### src/rtl/lsrc_pkg.sv
// Shared constants, types and command/status structs of the line segment clipper.
package lsrc_pkg;

  localparam int COORD_BITS       = 16;
  localparam int MAX_SUBDIVISIONS = 8;
  localparam int PROD_BITS        = 2 * COORD_BITS;
  localparam int REM_BITS         = COORD_BITS + 1;
  localparam int SUB_CNT_BITS     = $clog2(MAX_SUBDIVISIONS + 1);
  localparam int DIV_CNT_BITS     = $clog2(PROD_BITS);
  localparam int NUM_REGS         = 4;
  localparam int REG_IDX_BITS     = $clog2(NUM_REGS);

  typedef logic signed [COORD_BITS-1:0] coord_t;
  typedef logic signed [COORD_BITS:0]   diff_t;
  typedef logic [COORD_BITS-1:0]        mag_t;
  typedef logic [3:0]                   outcode_t;
  typedef logic [REG_IDX_BITS-1:0]      reg_idx_t;

  localparam outcode_t CODE_ABOVE = 4'h8;
  localparam outcode_t CODE_BELOW = 4'h4;
  localparam outcode_t CODE_RIGHT = 4'h2;
  localparam outcode_t CODE_LEFT  = 4'h1;

  localparam reg_idx_t REG_LEFT   = 2'd0;
  localparam reg_idx_t REG_TOP    = 2'd1;
  localparam reg_idx_t REG_RIGHT  = 2'd2;
  localparam reg_idx_t REG_BOTTOM = 2'd3;

  localparam coord_t RESET_LEFT   = coord_t'(0);
  localparam coord_t RESET_TOP    = coord_t'(0);
  localparam coord_t RESET_RIGHT  = coord_t'(639);
  localparam coord_t RESET_BOTTOM = coord_t'(479);

  typedef struct packed {
    logic load;
    logic setup;
    logic mult;
    logic div_step;
    logic update;
    logic capture;
    logic cap_visible;
  } lsrc_cmd_t;

  typedef struct packed {
    logic both_inside;
    logic share_bit;
  } lsrc_status_t;

endpackage

### src/rtl/lsrc_if.sv
// Valid/ready channels carrying segments in and clipped results out.
interface lsrc_seg_if;
  import lsrc_pkg::*;
  logic   valid;
  logic   ready;
  coord_t start_x;
  coord_t start_y;
  coord_t end_x;
  coord_t end_y;
  modport source (output valid, start_x, start_y, end_x, end_y, input ready);
  modport sink (input valid, start_x, start_y, end_x, end_y, output ready);
endinterface

interface lsrc_res_if;
  import lsrc_pkg::*;
  logic   valid;
  logic   ready;
  logic   visible;
  coord_t clipped_start_x;
  coord_t clipped_start_y;
  coord_t clipped_end_x;
  coord_t clipped_end_y;
  modport source (output valid, visible, clipped_start_x, clipped_start_y,
                  clipped_end_x, clipped_end_y, input ready);
  modport sink (input valid, visible, clipped_start_x, clipped_start_y,
                clipped_end_x, clipped_end_y, output ready);
endinterface

### src/rtl/lsrc_datapath.sv
// Clip rectangle, endpoint registers, multiplier, serial divider and result register.
module lsrc_datapath (
  input  logic                    clk,
  input  logic                    rst,
  input  logic                    cfg_write,
  input  lsrc_pkg::reg_idx_t      cfg_index,
  input  lsrc_pkg::coord_t        cfg_data,
  input  lsrc_pkg::coord_t        in_start_x,
  input  lsrc_pkg::coord_t        in_start_y,
  input  lsrc_pkg::coord_t        in_end_x,
  input  lsrc_pkg::coord_t        in_end_y,
  input  lsrc_pkg::lsrc_cmd_t     cmd,
  output lsrc_pkg::lsrc_status_t  status,
  output logic                    res_visible,
  output lsrc_pkg::coord_t        res_start_x,
  output lsrc_pkg::coord_t        res_start_y,
  output lsrc_pkg::coord_t        res_end_x,
  output lsrc_pkg::coord_t        res_end_y
);
  import lsrc_pkg::*;

  coord_t clip_left, clip_top, clip_right, clip_bottom;
  coord_t px0, py0, px1, py1;
  mag_t   am, bm, dm;
  logic   neg, moved_sel, sel_y;
  coord_t edge_val;
  logic [PROD_BITS-1:0] prod;
  logic [REM_BITS-1:0]  rem;

  outcode_t c0, c1, code;
  coord_t   tx, ty, ox, oy;
  diff_t    a_d, b_d, d_d;
  coord_t   edge_sel;
  logic     sel_y_sel;

  logic [REM_BITS-1:0] rem_sh;
  logic                q_bit;
  diff_t               q_val, offset;
  coord_t              new_coord;

  function automatic outcode_t outcode(coord_t x, coord_t y, coord_t l, coord_t t,
                                       coord_t r, coord_t b);
    outcode_t c;
    c = '0;
    if (x < l) c = c | CODE_LEFT;
    if (x > r) c = c | CODE_RIGHT;
    if (y < t) c = c | CODE_ABOVE;
    if (y > b) c = c | CODE_BELOW;
    return c;
  endfunction

  function automatic diff_t sub(coord_t x, coord_t y);
    return diff_t'(x) - diff_t'(y);
  endfunction

  function automatic mag_t mag(diff_t v);
    diff_t m;
    m = v[COORD_BITS] ? -v : v;
    return m[COORD_BITS-1:0];
  endfunction

  assign c0 = outcode(px0, py0, clip_left, clip_top, clip_right, clip_bottom);
  assign c1 = outcode(px1, py1, clip_left, clip_top, clip_right, clip_bottom);
  assign status.both_inside = (c0 == '0) && (c1 == '0);
  assign status.share_bit   = (c0 & c1) != '0;

  // The first endpoint moves if it lies outside, otherwise the second.
  always_comb begin
    code = (c0 != '0) ? c0 : c1;
    tx = (c0 != '0) ? px0 : px1;
    ty = (c0 != '0) ? py0 : py1;
    ox = (c0 != '0) ? px1 : px0;
    oy = (c0 != '0) ? py1 : py0;
    priority if ((code & CODE_ABOVE) != '0) begin
      sel_y_sel = 1'b1;
      edge_sel  = clip_top;
    end else if ((code & CODE_BELOW) != '0) begin
      sel_y_sel = 1'b1;
      edge_sel  = clip_bottom;
    end else if ((code & CODE_RIGHT) != '0) begin
      sel_y_sel = 1'b0;
      edge_sel  = clip_right;
    end else begin
      sel_y_sel = 1'b0;
      edge_sel  = clip_left;
    end
    if (sel_y_sel) begin
      a_d = sub(ox, tx);
      b_d = sub(edge_sel, ty);
      d_d = sub(oy, ty);
    end else begin
      a_d = sub(oy, ty);
      b_d = sub(edge_sel, tx);
      d_d = sub(ox, tx);
    end
  end

  always_comb begin
    rem_sh = {rem[REM_BITS-2:0], prod[PROD_BITS-1]};
    q_bit  = rem_sh >= REM_BITS'(dm);
    q_val  = diff_t'(prod[COORD_BITS:0]);
    if (dm == '0) offset = '0;
    else offset = neg ? -q_val : q_val;
    if (sel_y) new_coord = coord_t'((moved_sel ? diff_t'(px1) : diff_t'(px0)) + offset);
    else new_coord = coord_t'((moved_sel ? diff_t'(py1) : diff_t'(py0)) + offset);
  end

  always_ff @(posedge clk) begin
    if (rst) begin
      clip_left   <= RESET_LEFT;
      clip_top    <= RESET_TOP;
      clip_right  <= RESET_RIGHT;
      clip_bottom <= RESET_BOTTOM;
    end else if (cfg_write) begin
      unique case (cfg_index)
        REG_LEFT:   clip_left   <= cfg_data;
        REG_TOP:    clip_top    <= cfg_data;
        REG_RIGHT:  clip_right  <= cfg_data;
        REG_BOTTOM: clip_bottom <= cfg_data;
        default: ;
      endcase
    end
  end

  always_ff @(posedge clk) begin
    if (cmd.load) begin
      px0 <= in_start_x;
      py0 <= in_start_y;
      px1 <= in_end_x;
      py1 <= in_end_y;
    end
    if (cmd.setup) begin
      am        <= mag(a_d);
      bm        <= mag(b_d);
      dm        <= mag(d_d);
      neg       <= a_d[COORD_BITS] ^ b_d[COORD_BITS] ^ d_d[COORD_BITS];
      moved_sel <= (c0 == '0);
      sel_y     <= sel_y_sel;
      edge_val  <= edge_sel;
    end
    if (cmd.mult) begin
      prod <= PROD_BITS'(am) * PROD_BITS'(bm);
      rem  <= '0;
    end
    // Restoring division: the product shifts out at the top, quotient bits in below.
    if (cmd.div_step) begin
      rem  <= q_bit ? rem_sh - REM_BITS'(dm) : rem_sh;
      prod <= {prod[PROD_BITS-2:0], q_bit};
    end
    if (cmd.update) begin
      if (sel_y) begin
        if (moved_sel) begin
          px1 <= new_coord;
          py1 <= edge_val;
        end else begin
          px0 <= new_coord;
          py0 <= edge_val;
        end
      end else begin
        if (moved_sel) begin
          py1 <= new_coord;
          px1 <= edge_val;
        end else begin
          py0 <= new_coord;
          px0 <= edge_val;
        end
      end
    end
    if (cmd.capture) begin
      res_visible <= cmd.cap_visible;
      res_start_x <= cmd.cap_visible ? px0 : '0;
      res_start_y <= cmd.cap_visible ? py0 : '0;
      res_end_x   <= cmd.cap_visible ? px1 : '0;
      res_end_y   <= cmd.cap_visible ? py1 : '0;
    end
  end

endmodule

### src/rtl/lsrc_controller.sv
// State machine that sequences outcode tests, subdivisions and result hand-off.
module lsrc_controller (
  input  logic                   clk,
  input  logic                   rst,
  input  logic                   in_valid,
  output logic                   in_ready,
  output logic                   out_valid,
  input  logic                   out_ready,
  input  lsrc_pkg::lsrc_status_t status,
  output lsrc_pkg::lsrc_cmd_t    cmd
);
  import lsrc_pkg::*;

  typedef enum logic [2:0] {
    S_IDLE, S_CHECK, S_SETUP, S_MULT, S_DIVIDE, S_UPDATE, S_DONE
  } state_t;

  state_t                  state;
  logic [SUB_CNT_BITS-1:0] subs;
  logic [DIV_CNT_BITS-1:0] div_cnt;
  logic                    done_vis;
  logic                    out_free;

  assign in_ready = (state == S_IDLE);
  assign out_free = !out_valid || out_ready;

  always_comb begin
    cmd             = '0;
    cmd.load        = (state == S_IDLE) && in_valid;
    cmd.setup       = (state == S_SETUP);
    cmd.mult        = (state == S_MULT);
    cmd.div_step    = (state == S_DIVIDE);
    cmd.update      = (state == S_UPDATE);
    cmd.capture     = (state == S_DONE) && out_free;
    cmd.cap_visible = done_vis;
  end

  always_ff @(posedge clk) begin
    if (rst) begin
      state     <= S_IDLE;
      subs      <= '0;
      div_cnt   <= '0;
      done_vis  <= 1'b0;
      out_valid <= 1'b0;
    end else begin
      if ((state == S_DONE) && out_free) out_valid <= 1'b1;
      else if (out_ready) out_valid <= 1'b0;
      unique case (state)
        S_IDLE: begin
          if (in_valid) begin
            subs  <= '0;
            state <= S_CHECK;
          end
        end
        S_CHECK: begin
          if (status.both_inside) begin
            done_vis <= 1'b1;
            state    <= S_DONE;
          end else if (status.share_bit || subs == SUB_CNT_BITS'(MAX_SUBDIVISIONS)) begin
            done_vis <= 1'b0;
            state    <= S_DONE;
          end else begin
            subs  <= subs + 1'b1;
            state <= S_SETUP;
          end
        end
        S_SETUP: state <= S_MULT;
        S_MULT: begin
          div_cnt <= '0;
          state   <= S_DIVIDE;
        end
        S_DIVIDE: begin
          div_cnt <= div_cnt + 1'b1;
          if (div_cnt == DIV_CNT_BITS'(PROD_BITS - 1)) state <= S_UPDATE;
        end
        S_UPDATE: state <= S_CHECK;
        S_DONE: begin
          if (out_free) state <= S_IDLE;
        end
        default: state <= S_IDLE;
      endcase
    end
  end

endmodule

### src/rtl/line_segment_rect_clipper_unit.sv
// Cohen-Sutherland clipper: one segment at a time against the configured rectangle.
// The number of subdivisions N per segment ranges from 0 to 8.
// Each subdivision costs the outcode test, setup, one multiply, 32 divider steps and the update.
// A new segment is taken only after the last result has gone to the output register, where results wait.
// Reset restores the rectangle to left 0, top 0, right 639, bottom 479 and empties the block.
module line_segment_rect_clipper_unit (
  input  logic               clk,
  input  logic               rst,
  input  logic               cfg_write,
  input  lsrc_pkg::reg_idx_t cfg_index,
  input  lsrc_pkg::coord_t   cfg_data,
  lsrc_seg_if.sink           seg_in,
  lsrc_res_if.source         res_out
);
  import lsrc_pkg::*;

  lsrc_cmd_t    cmd;
  lsrc_status_t status;

  lsrc_controller u_ctrl (
    .clk       (clk),
    .rst       (rst),
    .in_valid  (seg_in.valid),
    .in_ready  (seg_in.ready),
    .out_valid (res_out.valid),
    .out_ready (res_out.ready),
    .status    (status),
    .cmd       (cmd)
  );

  lsrc_datapath u_dp (
    .clk         (clk),
    .rst         (rst),
    .cfg_write   (cfg_write),
    .cfg_index   (cfg_index),
    .cfg_data    (cfg_data),
    .in_start_x  (seg_in.start_x),
    .in_start_y  (seg_in.start_y),
    .in_end_x    (seg_in.end_x),
    .in_end_y    (seg_in.end_y),
    .cmd         (cmd),
    .status      (status),
    .res_visible (res_out.visible),
    .res_start_x (res_out.clipped_start_x),
    .res_start_y (res_out.clipped_start_y),
    .res_end_x   (res_out.clipped_end_x),
    .res_end_y   (res_out.clipped_end_y)
  );

`ifndef SYNTHESIS
  // A rejected segment always reports all-zero coordinates.
  a_reject_zero: assert property (@(posedge clk) disable iff (rst)
    res_out.valid && !res_out.visible |->
      res_out.clipped_start_x == '0 && res_out.clipped_start_y == '0 &&
      res_out.clipped_end_x == '0 && res_out.clipped_end_y == '0)
    else $error("rejected result carries nonzero coordinates");

  // Once a segment is taken, the block is busy for at least the outcode test.
  a_busy_after_accept: assert property (@(posedge clk) disable iff (rst)
    seg_in.valid && seg_in.ready |=> !seg_in.ready)
    else $error("input accepted twice in a row");

  a_reset_empty: assert property (@(posedge clk)
    rst |=> !res_out.valid)
    else $error("result valid right after reset");
`endif

endmodule

### src/flat_wrapper.sv
// flat-port wrapper written by rule: the top's interface ports become plain ports
module line_segment_rect_clipper_unit_flat import lsrc_pkg::*;
  (clk, rst, cfg_write, cfg_index, cfg_data, seg_in_valid, seg_in_start_x, seg_in_start_y, seg_in_end_x, seg_in_end_y, seg_in_ready, res_out_valid, res_out_visible, res_out_clipped_start_x, res_out_clipped_start_y, res_out_clipped_end_x, res_out_clipped_end_y, res_out_ready);
  lsrc_seg_if seg_in_i ();
  lsrc_res_if res_out_i ();
  input  logic clk;
  input  logic rst;
  input  logic cfg_write;
  input  lsrc_pkg::reg_idx_t cfg_index;
  input  lsrc_pkg::coord_t cfg_data;
  input wire logic [$bits(seg_in_i.valid)-1:0] seg_in_valid;
  input wire logic [$bits(seg_in_i.start_x)-1:0] seg_in_start_x;
  input wire logic [$bits(seg_in_i.start_y)-1:0] seg_in_start_y;
  input wire logic [$bits(seg_in_i.end_x)-1:0] seg_in_end_x;
  input wire logic [$bits(seg_in_i.end_y)-1:0] seg_in_end_y;
  output wire logic [$bits(seg_in_i.ready)-1:0] seg_in_ready;
  output wire logic [$bits(res_out_i.valid)-1:0] res_out_valid;
  output wire logic [$bits(res_out_i.visible)-1:0] res_out_visible;
  output wire logic [$bits(res_out_i.clipped_start_x)-1:0] res_out_clipped_start_x;
  output wire logic [$bits(res_out_i.clipped_start_y)-1:0] res_out_clipped_start_y;
  output wire logic [$bits(res_out_i.clipped_end_x)-1:0] res_out_clipped_end_x;
  output wire logic [$bits(res_out_i.clipped_end_y)-1:0] res_out_clipped_end_y;
  input wire logic [$bits(res_out_i.ready)-1:0] res_out_ready;
  assign seg_in_i.valid = seg_in_valid;
  assign seg_in_i.start_x = seg_in_start_x;
  assign seg_in_i.start_y = seg_in_start_y;
  assign seg_in_i.end_x = seg_in_end_x;
  assign seg_in_i.end_y = seg_in_end_y;
  assign seg_in_ready = seg_in_i.ready;
  assign res_out_valid = res_out_i.valid;
  assign res_out_visible = res_out_i.visible;
  assign res_out_clipped_start_x = res_out_i.clipped_start_x;
  assign res_out_clipped_start_y = res_out_i.clipped_start_y;
  assign res_out_clipped_end_x = res_out_i.clipped_end_x;
  assign res_out_clipped_end_y = res_out_i.clipped_end_y;
  assign res_out_i.ready = res_out_ready;
  line_segment_rect_clipper_unit u_core (.clk(clk), .rst(rst), .cfg_write(cfg_write), .cfg_index(cfg_index), .cfg_data(cfg_data), .seg_in(seg_in_i), .res_out(res_out_i));
endmodule
### config.mk
export PLATFORM = sky130hd
export DESIGN_NAME = line_segment_rect_clipper_unit_flat
export DESIGN_NICKNAME = d
export VERILOG_FILES = /design/src/rtl/lsrc_pkg.sv /design/src/rtl/lsrc_if.sv /design/src/rtl/lsrc_datapath.sv /design/src/rtl/lsrc_controller.sv /design/src/rtl/line_segment_rect_clipper_unit.sv /design/src/flat_wrapper.sv
export SDC_FILE = /design/constraint.sdc
export NUM_CORES = 2
export LEC_CHECK = 0
export ABC_AREA = 1
export BUFFER_PORTS_ARGS = -buffer_cell sky130_fd_sc_hd__buf_2
export CORE_MARGIN = 5
export CORE_UTILIZATION = 55
export CTS_CLUSTER_DIAMETER = 100
export DETAILED_ROUTE_END_ITERATION = 8
export PLACE_DENSITY = 0.75
export SYNTH_ARGS = -nofsm -noshare
export SYNTH_HDL_FRONTEND = slang
export SYNTH_HIERARCHICAL = 1
export SYNTH_SLANG_ARGS = --single-unit
### constraint.sdc
create_clock -name clk -period 6.5 [get_ports clk]
set_input_delay 0.65 -clock clk [delete_from_list [all_inputs] [get_ports clk]]
set_output_delay 0.65 -clock clk [all_outputs]
set_load 0.01 [all_outputs]
==> qor.csv <==
stage;metric;value;unit
drt;first_iter_violations;3731;
clocking;hold_buffers;0;
setup_path;startpoint;u_core/u_dp/bm[8];
place;place.gp.congestion;0.999;
synth;synth_xor_xnor_area_share;2.31;%
clocking;postCtsResizedCells;0;
setup_path;r2r-start;u_core/u_dp/bm[8];
drt;drcViolationCount;0;
finish;final_cell_mix;nand2_1, inv_1, o21ai_0;
synth;yosysWarnings;6;
clocking;cts_max_level;2;
synth;synth_edf_count;180;
grt;antenna_found_initial;1;
hold_path;min_from;cfg_data[5];
grt;grt_pass1_vias;29700;
outcome;status;completed;
setup_path;crit_arrival;6.43;ns
floorplanning;die_w;255;µm
place;dpl.cell_count;5516;
place;portBuffers;153;
synth;seq_area_frac_synth;25.0;%
sta;fin_ws;0.371;ns
drt;wl_per_cell;19.5;µm
finish;drive_gt1_share;9.41;%
finish;final_nets;5353;
drt;met3_length;12300;µm
synth;netlist.top_cell.by_area;edfxtp_1;
synth;synthFlopType;edfxtp_1;
grt;grt_usage;33.0;%
grt;overflow;0;
setup_path;critPathKind;flip-flop to flip-flop;
drt;ant_nets;0;
sta;finClkSkew;0.0406;ns
synth;syn_area_per_cell;7.05;µm²
synth;syn_inst;4680;
sta;hold_viol_final;0;
job;cap_violations;0;
finish;regMostFlops;u_core/u_dp/prod;
sta;timing.fmax;0.163;GHz
floorplanning;pin_count;154;
sta;setup-violations-final;0;
synth;netlist_top_cells_area;edfxtp_1, nand2_1, fa_1;
finish;final_common_cell;nand2_1;
synth;syn_area;33000;µm²
synth;async_flop_share;0;%
place;place_ws;0.111;ns
place;dp_hpwl;86800;µm
drt;via_per_inst;5.71;
hold_path;hp-class;primary input to flip-flop;
sta;worst_pin_slew;1.24;ns
grt;grt_max_degree;67;
synth;synth_fa_ha_area_share;22.8;%
synth;synth_top_family_by_area;simple AND/OR/NAND/NOR gates;
synth;synth_compound_area_share;13.6;%
finish;areaGrowthSynthToFinish;9.83;%
clocking;cts_tree;built;
setup_path;end_kind;flip-flop;
drt;drt_first_pass_iters;7;
grt;grt_pass1_wl;168000;µm
finish;largest_register_ffs;32;
clocking;numCtsBuffers;39;
synth;synth_seq_cells;322;
synth;netlist.area_leader.share;16.4;%
drt;routed.top_layer;met4;
finish;fillers;5424;
setup_path;cp_data_required_time;6.80;ns
finish;layout.cells.non_filler;5590;
synth;yosys.area_share.simple;24.3;%
clocking;root_buffer;clkbuf_16;
floorplanning;num_rows;89;
clocking;insertion_delay;0.58;ns
synth;synth_nets;5249;
sta;slew_headroom;16.4;%
sta;slew_viol_final;0;
floorplanning;coreArea;59200;µm²
setup_path;worstPathMaxFanout;16;
sta;min_period;6.13;ns
clocking;clk_pin_slew;0.06;ns
drt;drt-total-wl;109000;µm
floorplanning;initial_core_util;55.7;%
synth;yosysUniqueCellTypes;58;
clocking;numClockSinks;322;
sta;fin_crit_sh;94.3;%
drt;wl_met1;45700;µm
synth;muxShareOfSynthArea;0;%
floorplanning;chipHeight;255;µm
clocking;cts_setup_buffers;0;
clocking;cts_buffer_depth;3;
floorplanning;die_area;65000;µm²
setup_path;startpoint_type;flip-flop;
drt;via_count;31900;
drt;wl_met2;45000;µm
[worst paths after layout]
kind                                             endpoint  cells past startpoint  slack, ns
worst max-delay path                 u_core/u_dp/prod[27]                     25       0.37
worst min-delay path            u_core/u_dp/clip_right[5]                      3       0.35
worst max register to register       u_core/u_dp/prod[27]                     25       0.37
worst min register to register   u_core/u_ctrl/div_cnt[4]                      2       0.47
[cell type report]
| class | count | area [µm²] | area share (%) |
|---|---|---|---|
| multi-input cells | 3322 | 20800 | 57.5 |
| flip-flops and latches | 322 | 8250 | 22.8 |
| inverters | 833 | 3130 | 8.64 |
| repair buffers | 266 | 1610 | 4.45 |
| clock buffers | 50 | 1150 | 3.18 |
| well taps | 773 | 967 | 2.67 |
| clock inverters | 22 | 272 | 0.749 |
| diodes | 2 | 5.00 | 0.0138 |
[synth_stat cells, drive strengths merged (5+ instances only)]
master	count
o21bai	9
a31oi	30
dfxtp	142
nand4	33
fa	197
nor4	5
nor2	347
a311oi	13
inv	830
o22ai	10
edfxtp	180
buf	36
ha	285
clkbuf	167
o21ai	373
a22oi	19
xor2	62
nand3	257
or2	20
a41oi	10
nor3	37
o211ai	16
a2bb2oi	5
nand2	1222
a21oi	303
a21o	5
xnor2	25
nand3b	6
o21a	8
a211oi	9
[stage by stage]
step | cell area, µm² | TNS [ns] | hold slack, ns | utilization, %
2_1_floorplan | 33000 | 0 | 0.440 | -
3_3_place_gp | 34800 | 0 | 0.455 | 58.7
3_5_place_dp | 34800 | 0 | 0.463 | 58.7
4_1_cts | 36200 | 0 | 0.325 | 61.1
5_1_grt | 36200 | -0.00561 | 0.353 | 61.2
6_report | 36200 | 0 | 0.350 | 61.2
[critical path: stages (launching register included)]
cell	delay [ns]
edfxtp_1	0.78
nand2_1	0.17
fa_1	0.53
inv_1	0.06
fa_1	0.46
fa_1	0.54
inv_1	0.07
fa_1	0.53
inv_1	0.05
fa_1	0.50
fa_1	0.42
ha_1	0.35
nand2_1	0.09
inv_1	0.03
nand2_1	0.05
nand2_1	0.08
nand2_1	0.07
nand2_1	0.09
nand2_1	0.07
nand2_1	0.07
a21oi_1	0.19
o21ai_1	0.11
buf_4	0.15
or2_2	0.27
nand3_1	0.07
nand2_1	0.05
[cell families (layout without fill, tap and decap cells)]
| kind of cell | Yosys count | in the layout |
|---|---|---|
| flops | 322 | 322 |
| xor+xnor | 87 | 87 |
| buf+inv | 1036 | 1171 |
| other cells | 0 | 2 |
| simple gates | 1933 | 1933 |
| fa+ha+maj | 482 | 482 |
| compound gates | 820 | 820 |
[per-layer routing]
layer,global-route usage [%],vias up
met5,0,-
met4,14.3,0
met3,7.55,282
met2,48.5,1738
met1,46.9,14800
li1,-,15200
Power is not shown: default switching activity piles up to over one toggle a cycle in this logic, so the estimate is an artifact.
